**config.mk**
```make
export PLATFORM = sky130hd
export DESIGN_NAME = skmm_front
export DESIGN_NICKNAME = d
export VERILOG_FILES = /design/src/rtl/core/seeded_key_material_mixer_top_defines.svh /design/src/rtl/core/skmm_pkg.sv /design/src/rtl/core/skmm_front.sv
export SDC_FILE = /design/constraint.sdc
export NUM_CORES = 1
export LEC_CHECK = 0
export ABC_AREA = 1
export BUFFER_PORTS_ARGS = -buffer_cell sky130_fd_sc_hd__buf_4
export CORE_AREA = 2 2 113 115
export DETAILED_ROUTE_END_ITERATION = 8
export DIE_AREA = 0 0 115 117
export MAX_ROUTING_LAYER = met4
export PLACE_DENSITY = 0.57
export REMOVE_ABC_BUFFERS = 1
export SLEW_MARGIN = 20
export SYNTH_ARGS = -nofsm -noshare
export SYNTH_HDL_FRONTEND = slang
export SYNTH_SLANG_ARGS = --single-unit
```
**constraint.sdc**
```tcl
create_clock -name vclk -period 0.8
set_clock_uncertainty 0.2 [all_clocks]
set_input_delay 0.08 -clock vclk [all_inputs]
set_output_delay 0.08 -clock vclk [all_outputs]
set_load 0.02 [all_outputs]
```
**src/rtl/core/seeded_key_material_mixer_top_defines.svh**
```systemverilog
// ----------------------------------------------------------------------------
// Assertion macros for the seeded key material mixer
// Concurrent checks on clk with rst as the disable condition; empty in synthesis.
// ----------------------------------------------------------------------------
`ifndef SEEDED_KEY_MATERIAL_MIXER_TOP_DEFINES_SVH
`define SEEDED_KEY_MATERIAL_MIXER_TOP_DEFINES_SVH

`ifndef SYNTH

// The consequent must hold in the same cycle as the antecedent.
`define SKMM_ASSERT_SAME(label, ante, cons) \
  label: assert property (@(posedge clk) disable iff (rst) (ante) |-> (cons)) \
    else $error("skmm: same-cycle check failed");

// The consequent must hold in the cycle after the antecedent.
`define SKMM_ASSERT_NEXT(label, ante, cons) \
  label: assert property (@(posedge clk) disable iff (rst) (ante) |=> (cons)) \
    else $error("skmm: next-cycle check failed");

`else

`define SKMM_ASSERT_SAME(label, ante, cons)
`define SKMM_ASSERT_NEXT(label, ante, cons)

`endif

`endif

```
**src/rtl/core/skmm_pkg.sv**
```systemverilog
// ----------------------------------------------------------------------------
// skmm_pkg
// Shared types, constants and mixing functions of the key material mixer.
// ----------------------------------------------------------------------------
`default_nettype none

package skmm_pkg;

  localparam int NUM_WORDS       = 8;
  localparam int WORD_W          = 32;
  localparam int WORD_IDX_W      = 3;
  localparam int RC_IDX_W        = 4;
  localparam int NUM_RC          = 16;
  localparam int ROUNDS_DEF      = 16;
  localparam int QUEUE_DEPTH_DEF = 2;

  localparam logic [WORD_W-1:0] FMIX_C1 = 32'h85EBCA6B;
  localparam logic [WORD_W-1:0] FMIX_C2 = 32'hC2B2AE35;

  typedef logic [NUM_WORDS-1:0][WORD_W-1:0] state_t;

  typedef struct packed {
    logic [WORD_W-1:0] a;
    logic [WORD_W-1:0] b;
    logic [WORD_W-1:0] c;
    logic [WORD_W-1:0] d;
  } quad_t;

  localparam logic [WORD_W-1:0] INIT_WORDS [NUM_WORDS] = '{
    32'h6A09E667, 32'hBB67AE85, 32'h3C6EF372, 32'hA54FF53A,
    32'h510E527F, 32'h9B05688C, 32'h1F83D9AB, 32'h5BE0CD19
  };

  localparam logic [WORD_W-1:0] MIX_WORDS [NUM_WORDS] = '{
    32'h7E2B84F1, 32'h3A9C5D06, 32'hC8F13E72, 32'h54D0A9B3,
    32'h196BE8C4, 32'hAF742D50, 32'h63E9B187, 32'hDB05F6CA
  };

  localparam logic [WORD_W-1:0] ROUND_CONSTS [NUM_RC] = '{
    32'hB7E15163, 32'h8AED2A6A, 32'h5DB8C971, 32'h30846878,
    32'h0350077F, 32'hD61BA686, 32'hA8E7458D, 32'h7BB2E494,
    32'h4E7E839B, 32'h214A22A2, 32'hF415C1A9, 32'hC6E160B0,
    32'h99ACFFB7, 32'h6C789EBE, 32'h3F443DC5, 32'h120FDCCC
  };

  // Rotate right by a constant amount between 1 and 31.
  function automatic logic [WORD_W-1:0] ror32(input logic [WORD_W-1:0] x, input int n);
    return (x >> n) | (x << (WORD_W - n));
  endfunction

  function automatic logic [WORD_W-1:0] round_const(input logic [RC_IDX_W-1:0] idx);
    return ROUND_CONSTS[idx];
  endfunction

  // Starting state for one seed.
  function automatic state_t init_state(input logic [WORD_W-1:0] seed);
    state_t s;
    for (int i = 0; i < NUM_WORDS; i++) begin
      s[i] = INIT_WORDS[i] ^ MIX_WORDS[i];
    end
    s[0] = s[0] ^ seed;
    s[4] = s[4] ^ ror32(seed, 13);
    return s;
  endfunction

  // First half of a quarter round: rotations 16 and 12.
  function automatic quad_t qr_half1(input quad_t q);
    quad_t r;
    r = q;
    r.a = r.a + r.b;
    r.d = ror32(r.d ^ r.a, 16);
    r.c = r.c + r.d;
    r.b = ror32(r.b ^ r.c, 12);
    return r;
  endfunction

  // Second half of a quarter round: rotations 8 and 7.
  function automatic quad_t qr_half2(input quad_t q);
    quad_t r;
    r = q;
    r.a = r.a + r.b;
    r.d = ror32(r.d ^ r.a, 8);
    r.c = r.c + r.d;
    r.b = ror32(r.b ^ r.c, 7);
    return r;
  endfunction

endpackage

`default_nettype wire

```
**src/rtl/core/skmm_front.sv**
```systemverilog
// ----------------------------------------------------------------------------
// skmm_front
// Accepts seeds and turns each into its starting state for the round queue.
// ----------------------------------------------------------------------------
`default_nettype none

module skmm_front
  import skmm_pkg::*;
(
  input  logic              push,
  input  logic [WORD_W-1:0] seed,
  output logic              full,
  input  logic              q_full,
  output logic              q_push,
  output state_t            q_data
);

  // A seed goes straight into the queue; the queue's fill level is the backpressure.
  assign full   = q_full;
  assign q_push = push && !q_full;
  assign q_data = init_state(seed);

endmodule

`default_nettype wire

```
==> impl_metrics.ini <==
[run_status]
status = complete, but fails checks
violations = negative hold slack

[synthesis]
synthAdderAreaFrac_pct = 0
syn_area_mm2 = 0.00186
synth_common_cells = 235 x buf_4, 23 x inv_1, 2 x conb_1
synth_top_family_by_area = buffers and inverters
yosys.area_share.simple_pct = 0.336
synth-seq-area-share_pct = 0
yosys-top-cells-area = buf_4 95%, inv_1 4.6%, conb_1 0.40%
synth_compound_area_share_pct = 0
syn_inst = 261
yosys.area.top_type = buf_4
synth.most_common_cell = buf_4
synth_top_cell_area_share_pct = 94.6
yosys_warnings = 0
synth_xor_xnor_area_share_pct = 0
muxShareOfSynthArea_pct = 0
avgSynthCellArea_um2 = 7.14
ys_types = 4

[layout]
n_sequential_cell = 0
drive_gt1_share_pct = 24.8
finalNonFillerCells = 436
clkbuf_count = 0
final-seq-area_um2 = 0
fillers = 1411
area_growth_pct = -18.1
nets = 322
diodes = 0

[clock_network]
cts_resized = 0
post-cts-setup-buffers = 0

[pwr]
power_density_mw_per_mm2 = 838
vdd_drop_max_mv = 0.173
leakage_nw = 1.08

[floorplan]
die_h_um = 117
design.core.area_mm2 = 0.0123
ios = 292
rows = 41
die_x_um = 115
fp.dieArea_mm2 = 0.0135
initial_core_util_pct = 15.1

[route]
postRouteAntennaNets = 0
totalWireLength_mm = 2.29
routedWlPerCell_um = 5.25
via_count = 903
drt-initial-drc-count = 2
first_pass_iters = 2
drcViolationCount = 0
via_per_inst = 2.07

[flow_run]
drv_cap = 0

[worst_hold_path]
min-delay-start = seed[0]
hold_end = q_data[147]
holdPathStages = 0
hp-class = in -> out

[sta]
period_share_pct = 88.1
slew_violations = 0
max_freq_ghz = 1.42
min_period_ns = 0.705
rsz0062_at_grt = no
finalHoldViolCount = 20
hold_ws_ns = -0.0397
report.final.setup_viol = 0
finalSetupTns_ns = 0

[global_routing]
overflow = 0
grt_pass1_vias = 378
antenna_found_initial = 0
grt_max_degree = 3
grt_use_total_pct = 1.94
grt_pass1_wl_mm = 1.99

[place]
hpwl_mm = 2.25
dp_cells = 436
port-buffer-count = 70
routabilityCongestion = 0.622

[setup_path]
critPathMaxFanout = 2
worst-endpoint-arrival_ns = 0.42
cp.required_ns = 0.52
startpoint_type = input port
cp-end-kind = output pin
crit_type = in -> out
[how the worst max path moves through the flow]
stage / from / to / slack, ns / cells past startpoint
floorplan: seed[13] / q_data[128] / 0.20 / 1
global placement: q_full / q_push / 0.1 / 3
detailed placement: q_full / q_push / 0.09 / 3
CTS: q_full / q_push / 0.09 / 3
global route: q_full / q_push / 0.08 / 3
finish: q_full / q_push / 0.1 / 3
[cell type report]
cell class,instances,area (um2),area share (%)
inverter,23,86.3,5.66
timing repair buffer,70,526,34.4
multi-input combinational,193,727,47.6
tap,150,188,12.3
[worst max-delay path, cell delays in order]
cell and delay [ns]:
buf_4 0.12, nor2_2 0.09, buf_4 0.14
[routing by layer]
layer,vias up,GRT usage (%),share of wire (%)
met4,0,0,0
met5,-,-,0
li1,381,-,-
met3,0,1.96,30
met1,360,1.80,23
met2,162,3.06,46
[report_power, final]
group	internal (mW)	leakage, nW	switching, mW
registers	0	0	0
clock network	0	0	0
logic	0.230	1.08	1.05
total	0.230	1.08	1.05
[layout by cell type (no fill, tap or decap), drive strengths merged]
| cell type | instances |
|---|---|
| conb | 192 |
| buf | 70 |
| inv | 23 |
| nor2 | 1 |
[cell families (layout without fill, tap and decap cells)]
group | after synthesis | count (layout)
buffers and inverters | 258 | 93
other | 2 | 192
and+or+nand+nor | 1 | 1
[through the flow]
step | area, um2 | power [mW] | hold WS, ns | setup WS, ns | utilization [%]
2_1_floorplan | 813 | 0.907 | -0.0400 | 0.200 | -
3_3_place_gp | 1530 | 1.27 | -0.0396 | 0.0973 | 12.4
3_5_place_dp | 1530 | 1.27 | -0.0396 | 0.0929 | 12.4
4_1_cts | 1530 | 1.27 | -0.0396 | 0.0921 | 12.4
5_1_grt | 1530 | 1.38 | -0.0398 | 0.0775 | 12.4
6_report | 1530 | 1.28 | -0.0397 | 0.0954 | 12.4
(Power assumes the default switching activity.)
